==> src/lru_replacement_tracker_assert.svh <==
// Assertion macros shared by the LRU replacement tracker modules.
// Each macro expects a signal named clock and an active-high reset in scope.
`ifndef LRU_REPLACEMENT_TRACKER_ASSERT_SVH
`define LRU_REPLACEMENT_TRACKER_ASSERT_SVH

// The consequent must hold in the same cycle as the antecedent.
`define LRT_ASSERT_SAME(name, ante, cons) \
   name: assert property (@(posedge clock) disable iff (reset) (ante) |-> (cons)) \
      else $error("lru tracker assertion failed");

// The consequent must hold in the cycle after the antecedent.
`define LRT_ASSERT_NEXT(name, ante, cons) \
   name: assert property (@(posedge clock) disable iff (reset) (ante) |=> (cons)) \
      else $error("lru tracker assertion failed");

`endif

==> src/lrt_pkg.sv <==
// Shared constants, codes and controller/datapath interface types for the
// LRU replacement tracker. No dependencies.
`timescale 1ns / 1ps

package lrt_pkg;

   localparam int ENTRIES       = 16;
   localparam int KEY_BITS      = 16;
   localparam int KEY_PORT_BITS = 16;
   localparam int STORE_BITS    = (KEY_BITS < KEY_PORT_BITS) ? KEY_BITS : KEY_PORT_BITS;
   localparam int COUNT_BITS    = $clog2(ENTRIES + 1);
   localparam int IDX_BITS      = $clog2(ENTRIES);

   localparam logic [COUNT_BITS-1:0] ENTRIES_CNT = COUNT_BITS'(ENTRIES);

   typedef enum logic [1:0] {
      OP_TOUCH  = 2'd0,
      OP_VICTIM = 2'd1,
      OP_ERASE  = 2'd2
   } op_type;

   typedef enum logic [1:0] {
      ST_DONE = 2'd0,
      ST_MISS = 2'd1,
      ST_FULL = 2'd2
   } status_type;

   typedef enum logic [1:0] {
      ACT_NONE   = 2'd0,
      ACT_MOVE   = 2'd1,
      ACT_APPEND = 2'd2,
      ACT_REMOVE = 2'd3
   } action_type;

   typedef enum logic [2:0] {
      S_IDLE  = 3'b001,
      S_MATCH = 3'b010,
      S_APPLY = 3'b100
   } state_type;

   typedef struct packed {
      logic       capture;
      logic       match;
      logic       apply;
      action_type action;
      status_type status;
   } cmd_type;

   typedef struct packed {
      op_type op;
      logic   found;
      logic   full;
   } stat_type;

endpackage

==> src/lrt_datapath.sv <==
// Datapath of the LRU replacement tracker: the recency-ordered key slots,
// the parallel key match and the shift/insert update. Depends on lrt_pkg.
`timescale 1ns / 1ps
`include "lru_replacement_tracker_assert.svh"

module lrt_datapath (
   input  logic                              clock,
   input  logic                              reset,
   input  logic [1:0]                        req_operation,
   input  logic [lrt_pkg::KEY_PORT_BITS-1:0] req_key,
   input  lrt_pkg::cmd_type                  cmd,
   output lrt_pkg::stat_type                 stat,
   output logic [1:0]                        rsp_status,
   output logic [lrt_pkg::KEY_PORT_BITS-1:0] rsp_victim_key,
   output logic [lrt_pkg::COUNT_BITS-1:0]    rsp_entry_count
);

   lrt_pkg::op_type                    op_ff;
   logic [lrt_pkg::STORE_BITS-1:0]     key_ff;
   logic [lrt_pkg::STORE_BITS-1:0]     slot_ff [lrt_pkg::ENTRIES];
   logic [lrt_pkg::STORE_BITS-1:0]     slot_in [lrt_pkg::ENTRIES];
   logic [lrt_pkg::STORE_BITS-1:0]     slot_up [lrt_pkg::ENTRIES];
   logic [lrt_pkg::COUNT_BITS-1:0]     count_ff;
   logic [lrt_pkg::COUNT_BITS-1:0]     count_in;
   logic [lrt_pkg::ENTRIES-1:0]        sel_in;
   logic [lrt_pkg::ENTRIES-1:0]        ge_ff;
   logic [lrt_pkg::ENTRIES-1:0]        ge_in;
   logic                               found_ff;
   logic [lrt_pkg::IDX_BITS-1:0]       wpos;
   logic                               shift_en;
   logic                               write_en;
   logic [1:0]                         status_ff;
   logic [lrt_pkg::KEY_PORT_BITS-1:0]  victim_ff;
   logic [lrt_pkg::KEY_PORT_BITS-1:0]  victim_in;
   logic [lrt_pkg::COUNT_BITS-1:0]     rsp_count_ff;

   genvar g;
   generate
      for (g = 0; g < lrt_pkg::ENTRIES; g++) begin : g_up
         if (g == lrt_pkg::ENTRIES - 1) begin : g_last
            assign slot_up[g] = slot_ff[g];
         end else begin : g_mid
            assign slot_up[g] = slot_ff[g + 1];
         end
      end
   endgenerate

   always_comb begin
      for (int i = 0; i < lrt_pkg::ENTRIES; i++) begin
         if (op_ff == lrt_pkg::OP_VICTIM) begin
            sel_in[i] = (i == 0) && (count_ff != '0);
         end else begin
            sel_in[i] = (lrt_pkg::COUNT_BITS'(i) < count_ff) && (slot_ff[i] == key_ff);
         end
      end
      for (int i = 0; i < lrt_pkg::ENTRIES; i++) begin
         ge_in[i] = |(sel_in & ({lrt_pkg::ENTRIES{1'b1}} >> (lrt_pkg::ENTRIES - 1 - i)));
      end
   end

   always_comb begin
      shift_en = (cmd.action == lrt_pkg::ACT_MOVE) || (cmd.action == lrt_pkg::ACT_REMOVE);
      write_en = (cmd.action == lrt_pkg::ACT_MOVE) || (cmd.action == lrt_pkg::ACT_APPEND);
      if (cmd.action == lrt_pkg::ACT_MOVE) begin
         wpos = lrt_pkg::IDX_BITS'(count_ff - 1'b1);
      end else begin
         wpos = lrt_pkg::IDX_BITS'(count_ff);
      end
      for (int i = 0; i < lrt_pkg::ENTRIES; i++) begin
         slot_in[i] = slot_ff[i];
         if (shift_en && ge_ff[i]) begin
            slot_in[i] = slot_up[i];
         end
         if (write_en && (lrt_pkg::IDX_BITS'(i) == wpos)) begin
            slot_in[i] = key_ff;
         end
      end
      case (cmd.action)
         lrt_pkg::ACT_APPEND: count_in = count_ff + 1'b1;
         lrt_pkg::ACT_REMOVE: count_in = count_ff - 1'b1;
         default:             count_in = count_ff;
      endcase
      if ((op_ff == lrt_pkg::OP_VICTIM) && (cmd.action == lrt_pkg::ACT_REMOVE)) begin
         victim_in = lrt_pkg::KEY_PORT_BITS'(slot_ff[0]);
      end else begin
         victim_in = '0;
      end
   end

   always_ff @(posedge clock) begin
      if (reset) begin
         count_ff <= '0;
      end else if (cmd.apply) begin
         count_ff <= count_in;
      end
   end

   always_ff @(posedge clock) begin
      if (cmd.capture) begin
         op_ff  <= lrt_pkg::op_type'(req_operation);
         key_ff <= req_key[lrt_pkg::STORE_BITS-1:0];
      end
      if (cmd.match) begin
         ge_ff    <= ge_in;
         found_ff <= |sel_in;
      end
      if (cmd.apply) begin
         slot_ff      <= slot_in;
         status_ff    <= cmd.status;
         victim_ff    <= victim_in;
         rsp_count_ff <= count_in;
      end
   end

   assign stat.op         = op_ff;
   assign stat.found      = found_ff;
   assign stat.full       = (count_ff == lrt_pkg::ENTRIES_CNT);
   assign rsp_status      = status_ff;
   assign rsp_victim_key  = victim_ff;
   assign rsp_entry_count = rsp_count_ff;

   `LRT_ASSERT_SAME(a_count_bound, 1'b1, count_ff <= lrt_pkg::ENTRIES_CNT)
   `LRT_ASSERT_SAME(a_remove_needs_hit, cmd.apply && (cmd.action == lrt_pkg::ACT_REMOVE), found_ff)

endmodule

==> src/lrt_ctrl.sv <==
// Controller of the LRU replacement tracker: request sequencing, choice of
// the update action and status, and the result strobe. Depends on lrt_pkg.
`timescale 1ns / 1ps
`include "lru_replacement_tracker_assert.svh"

module lrt_ctrl (
   input  logic              clock,
   input  logic              reset,
   input  logic              start,
   output logic              busy,
   output logic              rsp_strobe,
   output lrt_pkg::cmd_type  cmd,
   input  lrt_pkg::stat_type stat
);

   lrt_pkg::state_type state_ff;
   lrt_pkg::state_type state_in;
   logic               rsp_strobe_ff;
   logic               rsp_strobe_in;

   always_comb begin
      state_in      = state_ff;
      rsp_strobe_in = 1'b0;
      cmd.capture   = 1'b0;
      cmd.match     = 1'b0;
      cmd.apply     = 1'b0;
      cmd.action    = lrt_pkg::ACT_NONE;
      cmd.status    = lrt_pkg::ST_MISS;
      unique case (state_ff)
         lrt_pkg::S_IDLE: begin
            cmd.capture = start;
            if (start) begin
               state_in = lrt_pkg::S_MATCH;
            end
         end
         lrt_pkg::S_MATCH: begin
            cmd.match = 1'b1;
            state_in  = lrt_pkg::S_APPLY;
         end
         lrt_pkg::S_APPLY: begin
            cmd.apply     = 1'b1;
            rsp_strobe_in = 1'b1;
            state_in      = lrt_pkg::S_IDLE;
            unique case (stat.op) inside
               lrt_pkg::OP_TOUCH: begin
                  if (stat.found) begin
                     cmd.action = lrt_pkg::ACT_MOVE;
                     cmd.status = lrt_pkg::ST_DONE;
                  end else if (!stat.full) begin
                     cmd.action = lrt_pkg::ACT_APPEND;
                     cmd.status = lrt_pkg::ST_DONE;
                  end else begin
                     cmd.status = lrt_pkg::ST_FULL;
                  end
               end
               lrt_pkg::OP_VICTIM, lrt_pkg::OP_ERASE: begin
                  if (stat.found) begin
                     cmd.action = lrt_pkg::ACT_REMOVE;
                     cmd.status = lrt_pkg::ST_DONE;
                  end
               end
               default: begin
                  cmd.action = lrt_pkg::ACT_NONE;
               end
            endcase
         end
         default: begin
            state_in = lrt_pkg::S_IDLE;
         end
      endcase
   end

   always_ff @(posedge clock) begin
      if (reset) begin
         state_ff      <= lrt_pkg::S_IDLE;
         rsp_strobe_ff <= 1'b0;
      end else begin
         state_ff      <= state_in;
         rsp_strobe_ff <= rsp_strobe_in;
      end
   end

   assign busy       = (state_ff != lrt_pkg::S_IDLE);
   assign rsp_strobe = rsp_strobe_ff;

   `LRT_ASSERT_NEXT(a_accept_to_match, start && !busy, state_ff == lrt_pkg::S_MATCH)
   `LRT_ASSERT_NEXT(a_apply_to_strobe, state_ff == lrt_pkg::S_APPLY, rsp_strobe_ff)
   `LRT_ASSERT_SAME(a_strobe_when_idle, rsp_strobe_ff, state_ff == lrt_pkg::S_IDLE)

endmodule

==> src/lru_replacement_tracker.sv <==
// Top level of the LRU replacement tracker: joins the controller and the
// datapath. Depends on lrt_pkg, lrt_ctrl and lrt_datapath.
//
// Usage:
// The tracker holds up to ENTRIES distinct keys ordered from least to most
// recently used. A request (req_operation, req_key) is taken at a rising edge
// where start is high and busy is low. Operation touch moves a key to the
// most-recent end or appends it if the tracker is not full, victim removes
// and returns the least-recent key, and erase removes a key if present.
// Each request yields one result on rsp_status, rsp_victim_key and
// rsp_entry_count, valid for the single cycle in which rsp_strobe is high.
// After the accepting edge the request passes the match state, which registers
// the parallel key compare, and then the apply state, which does the slot shift
// and insert and registers the result onto the ports. No new request is taken
// while busy, in the match and apply states; busy falls in the result cycle, so
// the next request may be accepted while the result is shown.
// Reset empties the tracker and returns the controller to idle; slot
// contents are not cleared because only slots below the count are read.
// The receiver cannot stall; every result must be taken in its strobe cycle.
`timescale 1ns / 1ps

module lru_replacement_tracker (
   input  logic                              clock,
   input  logic                              reset,
   input  logic                              start,
   output logic                              busy,
   input  logic [1:0]                        req_operation,
   input  logic [lrt_pkg::KEY_PORT_BITS-1:0] req_key,
   output logic                              rsp_strobe,
   output logic [1:0]                        rsp_status,
   output logic [lrt_pkg::KEY_PORT_BITS-1:0] rsp_victim_key,
   output logic [lrt_pkg::COUNT_BITS-1:0]    rsp_entry_count
);

   lrt_pkg::cmd_type  cmd;
   lrt_pkg::stat_type stat;

   lrt_ctrl u_ctrl (
      .clock      (clock),
      .reset      (reset),
      .start      (start),
      .busy       (busy),
      .rsp_strobe (rsp_strobe),
      .cmd        (cmd),
      .stat       (stat)
   );

   lrt_datapath u_datapath (
      .clock           (clock),
      .reset           (reset),
      .req_operation   (req_operation),
      .req_key         (req_key),
      .cmd             (cmd),
      .stat            (stat),
      .rsp_status      (rsp_status),
      .rsp_victim_key  (rsp_victim_key),
      .rsp_entry_count (rsp_entry_count)
   );

endmodule

==> config.mk <==
export PLATFORM = sky130hd
export DESIGN_NAME = lru_replacement_tracker
export DESIGN_NICKNAME = d
export VERILOG_FILES = /design/src/lrt_pkg.sv /design/src/lrt_datapath.sv /design/src/lrt_ctrl.sv /design/src/lru_replacement_tracker.sv
export VERILOG_INCLUDE_DIRS = /design/src /design/src/src
export SDC_FILE = /design/constraint.sdc
export NUM_CORES = 1
export LEC_CHECK = 0
export ABC_AREA = 1
export CAP_MARGIN = 15
export CORE_MARGIN = 5
export CORE_UTILIZATION = 55
export CTS_BUF_LIST = sky130_fd_sc_hd__clkbuf_8
export DETAILED_ROUTE_END_ITERATION = 8
export DONT_BUFFER_PORTS = 1
export GPL_TIMING_DRIVEN = 0
export PLACE_DENSITY = 0.77
export SLEW_MARGIN = 10
export SYNTH_ARGS = -nofsm -noshare
export SYNTH_HDL_FRONTEND = slang
export SYNTH_SLANG_ARGS = --single-unit
==> constraint.sdc <==
create_clock -name clock -period 5.85 [get_ports clock]
set_input_delay 0.8775 -clock clock [delete_from_list [all_inputs] [get_ports clock]]
set_output_delay 0.8775 -clock clock [all_outputs]
set_load 0.05 [all_outputs]
# Word level (Yosys, flattened, before mapping)

Cells that the tools add are included.

Bits in registers: 322
Bits of input ports: 21
Output and inout port bits: 25
Logic and storage cells: 246

Add/sub/neg operators: 2
Magnitude comparators: 16
Eq/ne operators: 42
Muxes and demuxes: 60
Reductions and logical operators: 100

Operators with widths:

| kind               | count |
|---|---|
| $mux 16            | 30 |
| $eq 16x16->1       | 16 |
| $logic_and 1x1->1  | 48 |
| $lt 4x5->1 const A | 8 |
| $eq 4x4->1 const A | 8 |
| $reduce_and 2->1   | 16 |
| $reduce_bool 2->1  | 15 |
| $lt 3x5->1 const A | 4 |
| $mux 1             | 19 |
| $eq 3x4->1 const A | 4 |
| $reduce_or 16->1   | 1 |
| $reduce_or 15->1   | 1 |
| $reduce_or 14->1   | 1 |
| $reduce_or 13->1   | 1 |
| $mux 4             | 3 |
| $reduce_or 12->1   | 1 |
| $reduce_or 11->1   | 1 |
| $lt 1x5->1 const A | 2 |
| $lt 2x5->1 const A | 2 |
| $pmux 5 s2         | 1 |
| $reduce_or 10->1   | 1 |
| $reduce_or 9->1    | 1 |
| $eq 2x4->1 const A | 2 |
| $pmux 2 s2         | 2 |
| other kinds (26)   | 32 |

# Logic depth before layout (Yosys ltp)

Gate-level depths: netlist of run 1.

Depth after elaboration: 11
Depth in mapped cells: 17
Mapped depth without buffers: 16

# Hierarchy

From an unflattened synthesis of run 1, not the netlist that was laid out.

Cell total of the unflattened synthesis: 2126
Area total of the unflattened synthesis: 17948.5 um2

By module, submodules not included:

| module       | times used | cells an instance | area an instance (um2) | sequential area each (um2) |
|---|---|---|---|---|
| lrt_datapath | 1          | 2086              | 17679.5                | 9499.1 |
| lrt_ctrl     | 1          | 40                | 269.0                  | 80.1 |

# Worst setup path after synthesis of run 1

No wires, ideal clock.

Kind: flip-flop to flip-flop
Start: reg u_ctrl.state_ff[0]
End: reg u_datapath.slot_ff[176] (netlist bit), enable pin
Library setup time: 411 ps
Data arrival time: 4846 ps
Data required time: 5439 ps
Path slack: 593 ps
Cell stages (with the launch flop): 12
Buffers on the path: 1
Period minus slack after synthesis: 5257 ps
Path through: dfxtp_1 > nor3_2 > clkinv_1 > nor3_1 > inv_1 > ha_1 > xor2_1 > or2_2 > nor2_2 > nand2_1 > clkbuf_1 > o21ai_0

RTL lines:

| element                | RTL line            | text |
|---|---|---|
| from (decl)            | lrt_ctrl.sv:16      | `lrt_pkg::state_type state_ff;` |
| from (signal assigned) | lrt_ctrl.sv:75      | `state_ff <= lrt_pkg::S_IDLE;` |
| from (signal assigned) | lrt_ctrl.sv:78      | `state_ff <= state_in;` |
| to (signal assigned)   | lrt_datapath.sv:108 | `slot_ff <= slot_in;` |
| to (decl)              | lrt_datapath.sv:20  | `logic [lrt_pkg::STORE_BITS-1:0] slot_ff [lrt_pkg::ENTRIES];` |

==> results of run 1 <==
placed cells by master (no fill, tap or decap), drive strengths merged:
master	Yosys	final
bufinv	0	1
o31ai	1	1
and3	1	1
xor2	44	44
clkinvlp	0	1
nor3	9	9
a211oi	2	2
nor4	2	2
o21ai	329	329
or2	8	8
a21boi	1	1
nand2	733	733
buf	67	78
o2bb2ai	1	1
a21oi	10	10
ha	10	10
o211ai	3	3
o22ai	3	3
clkbuf	53	108
a22oi	1	1
dfxtp	9	9
o221ai	1	1
clkinv	5	30
nor2	192	192
nand3	37	37
edfxtp	313	313
inv	171	187
xnor2	35	35
nand3b	5	5
nand4	12	12
worst max-delay path by stage:
| stage | to | slack [ns] | cells past startpoint |
|---|---|---|---|
| floorplan | u_datapath.slot_ff[176] | 0.59 | 11 |
| global placement | u_datapath.slot_ff[250] | -0.90 | 11 |
| detailed placement | u_datapath.slot_ff[166] | 1.10 | 14 |
| CTS | u_datapath.slot_ff[172] | 1.08 | 14 |
| global route | u_datapath.slot_ff[173] | 0.76 | 14 |
| finish | u_datapath.slot_ff[187] | 0.96 | 14 |
cells by family after synthesis:
logic type	share of synthesized area [%]
AOI/OAI and AO/OA	10.4
and+or+nand+nor	22.8
adders and majority gates	0.720
DFF	55.1
buffers and inverters	6.93
xor gates and xnor gates	4.03
layer usage:
metal  GRT usage, %  vias to the layer above
li1               -                     6855
met4           17.8                        4
met1           44.6                     7071
met5              0                        -
met3           10.1                      230
met2           47.9                     1371
area by class of cell:
class / instances / area [um2] / share of cell area [%]
sequential: 322 / 9580 / 50.3
multi-input combinational: 1440 / 6650 / 34.9
clock buffer: 55 / 757 / 3.98
inverter: 176 / 661 / 3.47
buffer: 120 / 544 / 2.86
tap: 402 / 503 / 2.64
clock inverter: 43 / 201 / 1.06
timing repair buffer: 11 / 136 / 0.717
report_power, final:
group / switching (mW) / internal [mW]
Clock: 0.929 / 0.913
Sequential: 0.0132 / 2.51
Combinational: 0.300 / 0.0832
Total: 1.24 / 3.51
sequential cells by signal, indices dropped and copies added (netlist names), 3 cells and up:
signal / cells
u_ctrl.state_ff: 3
u_datapath.count_ff: 5
u_datapath.ge_ff: 15
u_datapath.key_ff: 16
u_datapath.rsp_entry_count: 5
u_datapath.rsp_victim_key: 16
u_datapath.slot_ff: 256
stage by stage:
| stage | setup slack [ns] | hold WS, ns | TNS [ns] | utilization, % |
|---|---|---|---|---|
| after floorplan | 0.593 | 0.421 | 0 | - |
| after global placement | -0.898 | 0.425 | -138.03 | 57.0 |
| after detailed placement | 1.10 | 0.438 | 0 | 57.6 |
| after CTS | 1.08 | 0.325 | 0 | 60.6 |
| after global routing | 0.762 | 0.328 | 0 | 60.6 |
| final | 0.959 | 0.333 | 0 | 60.6 |
critical path, delay by kind of cell (launching register included):
family | cells | cell delay, ns
AOI/OAI and AO/OA | 1 | 0.48
xor gates and xnor gates | 1 | 0.13
adders and majority gates | 1 | 0.43
buffers and inverters | 6 | 1.84
DFF | 1 | 0.37
and+or+nand+nor | 5 | 1.33
==> Implementation_results.wiki, run 1 <==
{| class="wikitable"
! Metric !! Value
|-
| Total die area || 0.0352 mm2
|-
| Io pins || 46
|-
| Arrival time worst endpoint || 5.21 ns
|-
| Via density || 6.05
|-
| Power density of the placed cells || 250 mW/mm2
|-
| Crit path from || u_ctrl.state_ff[2]
|-
| DRT met1 WL || 21700 um
|-
| Placed Cells incl. Taps || 2471
|-
| Most instantiated flip-flop cell in the synthesis netlist || edfxtp_1
|-
| Final Max Tran Viols || 0
|-
| Unrepaired setup endpoints after global routing || false
|-
| Final weighted congestion in routability-driven placement || 1.04
|-
| Num rows || 65
|-
| Maximum fanout along the worst path || 21
|-
| Number of input and output port buffers inserted || 0
|-
| Post-route design area || 0.0190 mm2
|-
| Post-synth EDFFs || 313
|-
| Crit. End Element || flop
|-
| Outcome || finished clean
|-
| Number of distinct standard cells referenced by the synthesized netlist || 39
|-
| Initial antenna violation count || 1
|-
| Flop and latch count out of synthesis || 322
|-
| Via total after detailed routing || 15.5k
|-
| Total of warnings raised by yosys || 0
|-
| Sinks on the clock net || 322
|-
| Leak Pwr || 8.20 nW
|-
| Critical path cell sequence || inv_1 -> nor3_4 -> buf_8 -> nand2_1 -> inv_1 -> clkbuf_1 -> ha_1 -> xor2_1 -> or2_2 -> nor2_2 -> nand2_1 -> clkbuf_1 -> o21ai_1 -> buf_4
|-
| Met3 routed WL || 9610 um
|-
| Post-Syn Nets || 2089
|-
| Wirelength per Cell || 23.3 um
|-
| Overall die height || 188 um
|-
| Number of global-route vias before repair || 14.2k
|-
| TritonCTS clock tree || done
|-
| Max-capacitance violation count || 0
|-
| Global-route wire length before repair || 86400 um
|-
| Leading post-synthesis cells by instance count || nand2_1, edfxtp_1, o21ai_0, nor2_1, inv_1
|-
| Crit-path slowest cell || clkbuf_1
|-
| Sequential area share after synthesis || 55.1%
|-
| Net count reported at finish || 2157
|-
| Number of gates resized after cts || 0
|-
| Detailed Place HPWL || 41800 um
|-
| Clock Latency Late Sink || 0.64 ns
|-
| Relative slew slack || 15.3%
|-
| CP Data Required Time || 6.17 ns
|-
| Area added between synthesis and finish || 9.51%
|-
| Die boundary width || 188 um
|-
| Crit Reg-Reg Startpoint || u_ctrl.state_ff[2]
|-
| Aggregate global routing overflow || 0
|-
| Cell type contributing the most total cell area after synthesis || edfxtp_1
|-
| Remaining DRCs || 0
|-
| Cell with the most instances after synthesis || nand2_1
|-
| Worst min-delay path category || input pin to flop
|-
| Hold buffer count at CTS || 0
|-
| Reg-to-Reg End || u_datapath.slot_ff[187]
|-
| Routed Antenna Nets || 0
|-
| Peak Freq || 204 MHz
|-
| Clock skew after layout || 0.0512 ns
|-
| Total standard cell area after synthesis || 0.0174 mm2
|-
| Largest stage delay on the critical path || 0.63 ns
|-
| Total global-route track usage || 33.0%
|-
| Iteration-0 DRC count of the detailed router || 2453
|-
| Slack of the worst reg-to-reg path || 0.96 ns
|-
| Uppermost metal layer occupied by signal nets || met5
|-
| Inserted Diodes || 0
|-
| Number of hold-slack violations in the final timing report || 0
|-
| Detailed-routed wire length on met2 || 24800 um
|-
| Proportion of layout cells with a drive suffix above 1 || 8.86%
|-
| Buffer count from post-CTS setup fixing || 0
|-
| Count of endpoints failing setup in the final report || 0
|-
| Largest net degree at the start of global routing || 22
|-
| Placeable core area || 0.0314 mm2
|-
| Hold wc startpoint || req_key[15]
|-
| Design Power || 4.75 mW
|-
| Filler instances || 2642
|-
| Top area cells in the synthesized netlist || edfxtp_1, nand2_1, o21ai_0, nor2_1, inv_1
|-
| Clock slew at the register clock pins of the worst setup and hold paths || 0.06 ns
|-
| Number of standard cells in the final layout excluding fillers || 2569
|-
| Synthesized instance count || 2058
|-
| Startpoint type of the worst setup path || flop
|-
| Actual transition at the worst max-transition pin || 1.27 ns
|-
| Final worst path period need || 4.89 ns
|-
| Root buffer cell || clkbuf_8
|-
| Synth async-reset ratio || 0%
|-
| Bufs on Longest Clock Path || 3
|-
| WL final || 59900 um
|-
| Share of Yosys cell area claimed by the top area cell type || 54.1%
|-
| Initial standard-cell utilization of the core || 55.3%
|-
| Maximum vdd ir drop || 0.212 mV
|-
| Worst hold path endpoint || u_datapath.key_ff[15]
|-
| H-Tree Level Count || 2
|-
| Clock buffer count from CTS || 55
|-
| Start-to-end type of the worst setup path || flop to flop
|-
| Number of iterations in the first detailed-routing pass || 7
|-
| Syn_area_per_cell || 8.44 um2
|-
| Period Utilization, post-route || 83.6%
|-
| Worst reg2reg path depth || 14
|-
| Post-placement cell area || 0.0181 mm2
|-
| Worst hold path stage count || 0
|}
Note: power is estimated with default switching activity, not from simulation.
==> run 2: changes to the inputs <==
- PLACE_DENSITY: 0.77 -> 0.8
- clock period: 5.85 -> 4.4 ns (I/O delays scaled with it)
==> Implementation_results.wiki, run 2 (synthesized netlist as in run 1, its figures left out) <==
{| class="wikitable"
! Metric !! Value
|-
| Final Max Tran Viols || 0 (unchanged)
|-
| Hold buffer count at CTS || 0 (unchanged)
|-
| WL final || 59500 um (-0.56%)
|-
| Routed Antenna Nets || 0 (unchanged)
|-
| Peak Freq || 240 MHz (+17%)
|-
| Number of input and output port buffers inserted || 0 (unchanged)
|-
| Wirelength per Cell || 23.2 um (-0.68%)
|-
| Number of hold-slack violations in the final timing report || 0 (unchanged)
|-
| Via total after detailed routing || 15.4k (-0.95%)
|-
| Power density of the placed cells || 342 mW/mm2 (+37%)
|-
| Critical path cell sequence || inv_1 -> ha_1 -> nand3_1 -> a22oi_1 -> nor3_1 -> inv_1 -> ha_1 -> xor2_1 -> or2_2 -> nor2_2 -> nand2_1 -> buf_2 -> o21ai_2 -> buf_4
|-
| Startpoint type of the worst setup path || flop
|-
| Switching share of power || 25.5% (-0.64 points)
|-
| Bufs on Longest Clock Path || 3 (unchanged)
|-
| Number of global-route vias before repair || 14.3k (+0.99%)
|-
| Global-route wire length before repair || 87100 um (+0.83%)
|-
| Flip-flop count of the largest register after layout || 256 (unchanged)
|-
| Worst min-delay path category || input pin to flop
|-
| Area added between synthesis and finish || 10.7%
|-
| Net count reported at finish || 2156 (-0.046%)
|-
| Initial antenna violation count || 2 (+1)
|-
| TritonCTS clock tree || done
|-
| Worst hold margin || 0.121 ns (-0.212 ns)
|-
| Reg-to-Reg End || u_datapath.slot_ff[148]
|-
| Part of the power in combinational logic || 7.5% (-0.6 points)
|-
| Leading cell types in the layout, fill and taps excluded || nand2_1, edfxtp_1, o21ai_0
|-
| Most common library cell in the layout ignoring fill and taps || nand2_1
|-
| Num rows || 65 (unchanged)
|-
| Final worst path period need || 4.16 ns (-0.728 ns)
|-
| Leak Pwr || 8.24 nW (+0.59%)
|-
| CP Data Required Time || 4.73 ns (-1.44 ns)
|-
| Via density || 5.98 (-1.1%)
|-
| Crit-path slowest cell || dfxtp_1
|-
| Proportion of layout cells with a drive suffix above 1 || 9.50% (+0.64 points)
|-
| Worst hold path endpoint || u_datapath.key_ff[6]
|-
| Net switching power of the design || 1.68 mW (+35%)
|-
| Period Utilization, post-route || 94.6% (+11 points)
|-
| Flop pwr share || 51.1% (-2.1 points)
|-
| Detailed Place HPWL || 42600 um (+1.8%)
|-
| Clock slew at the register clock pins of the worst setup and hold paths || 0.07 ns (about the same)
|-
| Arrival time worst endpoint || 4.50 ns (-0.71 ns)
|-
| Crit. End Element || flop
|-
| Largest stage delay on the critical path || 0.54 ns (-0.09 ns)
|-
| Start-to-end type of the worst setup path || flop to flop
|-
| Unrepaired setup endpoints after global routing || false
|-
| Initial standard-cell utilization of the core || 55.3% (unchanged)
|-
| Largest net degree at the start of global routing || 18 (-18%)
|-
| Total die area || 0.0352 mm2 (unchanged)
|-
| Count of endpoints failing setup in the final report || 0 (unchanged)
|-
| Die boundary width || 188 um (unchanged)
|-
| Worst hold path stage count || 0 (unchanged)
|-
| Critical path buffers and inverters || 4 (-2)
|-
| Area used by multi-input combinational logic || 0.00673 mm2 (+1.3%)
|-
| Largest register by flop count || u_datapath.slot_ff
|-
| Design Power || 6.57 mW (+38%)
|-
| Clock Latency Late Sink || 0.63 ns (about the same)
|-
| Clock power frac || 41.3% (+2.5 points)
|-
| Sinks on the clock net || 322 (unchanged)
|-
| Hold wc startpoint || req_key[6]
|-
| Crit Reg-Reg Startpoint || u_datapath.count_ff[1]
|-
| Total internal power || 4.89 mW (+39%)
|-
| Actual transition at the worst max-transition pin || 1.21 ns (-0.0568 ns)
|-
| Maximum vdd ir drop || 0.269 mV (+27%)
|-
| Root buffer cell || clkbuf_8
|-
| Relative slew slack || 19.1% (+3.8 points)
|-
| Placeable core area || 0.0314 mm2 (unchanged)
|-
| Clock skew after layout || 0.0297 ns (-0.0215 ns)
|-
| Filler instances || 2686 (+1.7%)
|-
| Max-capacitance violation count || 0 (unchanged)
|-
| Slack of the worst reg-to-reg path || 0.24 ns (-0.72 ns)
|-
| H-Tree Level Count || 2 (unchanged)
|-
| Critical path's top delay family || simple AND/OR/NAND/NOR gates
|-
| Clock buffer count from CTS || 54 (-1.8%)
|-
| Number of iterations in the first detailed-routing pass || 6 (-1)
|-
| Sum Neg Setup Slack || 0 ns (unchanged)
|-
| Io pins || 46 (unchanged)
|-
| Overall die height || 188 um (unchanged)
|-
| Remaining DRCs || 0 (unchanged)
|-
| Maximum fanout along the worst path || 11 (-48%)
|-
| Total global-route track usage || 33.1% (+0.11 points)
|-
| Iteration-0 DRC count of the detailed router || 2463 (+0.41%)
|-
| FF+latch area || 0.00958 mm2 (unchanged)
|-
| Aggregate global routing overflow || 0 (unchanged)
|-
| Worst reg2reg path depth || 14 (unchanged)
|-
| Outcome || finished clean
|-
| Final weighted congestion in routability-driven placement || 1.07 (+2.5%)
|}
run 2: metal layers:
metal,vias to the layer above,wire length (um),track usage [%]
met5,-,14,0
met4,4,3600,17.8
met3,232,9700,11.7
met2,1238,24700,48.1
met1,7047,21500,43.7
li1,6862,-,-
run 2: worst register-to-register path, cell delays in order, from the launching register on:
cell     delay [ns]
dfxtp_1        0.54
inv_1          0.24
ha_1           0.26
nand3_1        0.12
a22oi_1        0.08
nor3_1         0.35
inv_1          0.10
ha_1           0.29
xor2_1         0.19
or2_2          0.33
nor2_2         0.24
nand2_1        0.27
buf_2          0.27
o21ai_2        0.32
buf_4          0.27
run 2: worst max path at each step:
stage / startpoint / to / slack, ns / depth (start not counted)
after floorplan: u_ctrl.state_ff[0] / u_datapath.slot_ff[176] / 0.06 / 11
after global placement: u_ctrl.state_ff[0] / u_datapath.slot_ff[104] / -1.13 / 11
after detailed placement: u_ctrl.state_ff[2] / u_datapath.slot_ff[183] / -1.10 / 12
after CTS: u_datapath.op_ff[0] / u_datapath.slot_ff[230] / 0.18 / 15
after global routing: u_datapath.count_ff[1] / u_datapath.slot_ff[191] / 0.06 / 13
final: u_datapath.count_ff[1] / u_datapath.slot_ff[148] / 0.24 / 14
run 2: timing repair:
item                                    CTS  global route
resized for setup                        10             4
setup buffers                             2             1
pin swaps                                 1             1
cloned                                    1             0
endpoints found under the setup margin  447            69
run 2: stage by stage:
| stage | util [%] | cells | area (um2) | worst slack [ns] |
|---|---|---|---|---|
| CTS | 61.1 | 2570 | 19200 | 0.178 |
| finish | 61.3 | 2572 | 19200 | 0.237 |
| detailed placement | 57.4 | 2468 | 18000 | -1.10 |
| global route | 61.2 | 2571 | 19200 | 0.0573 |
| floorplan | - | 2058 | 17400 | 0.0626 |
| global placement | 57.0 | 2460 | 17900 | -1.13 |
run 2: layout make-up:
type                    count  area share, %
clock buffers              54           3.86
clock inverters            46           1.73
plain buffers             119           2.81
well taps                 402           2.62
inverters                 176           3.46
flip-flops and latches    322           49.8
multi-input cells        1441           35.0
diodes                      1         0.0130
repair buffers             11          0.690
run 2: power groups by stage:
stage	sequential, mW	combinational [mW]	clock [mW]
after floorplan	3.41	0.261	0
after global placement	3.42	0.456	0
after detailed placement	3.42	0.466	0
after CTS	3.36	0.468	2.71
after global routing	3.36	0.509	2.87
final	3.36	0.495	2.71
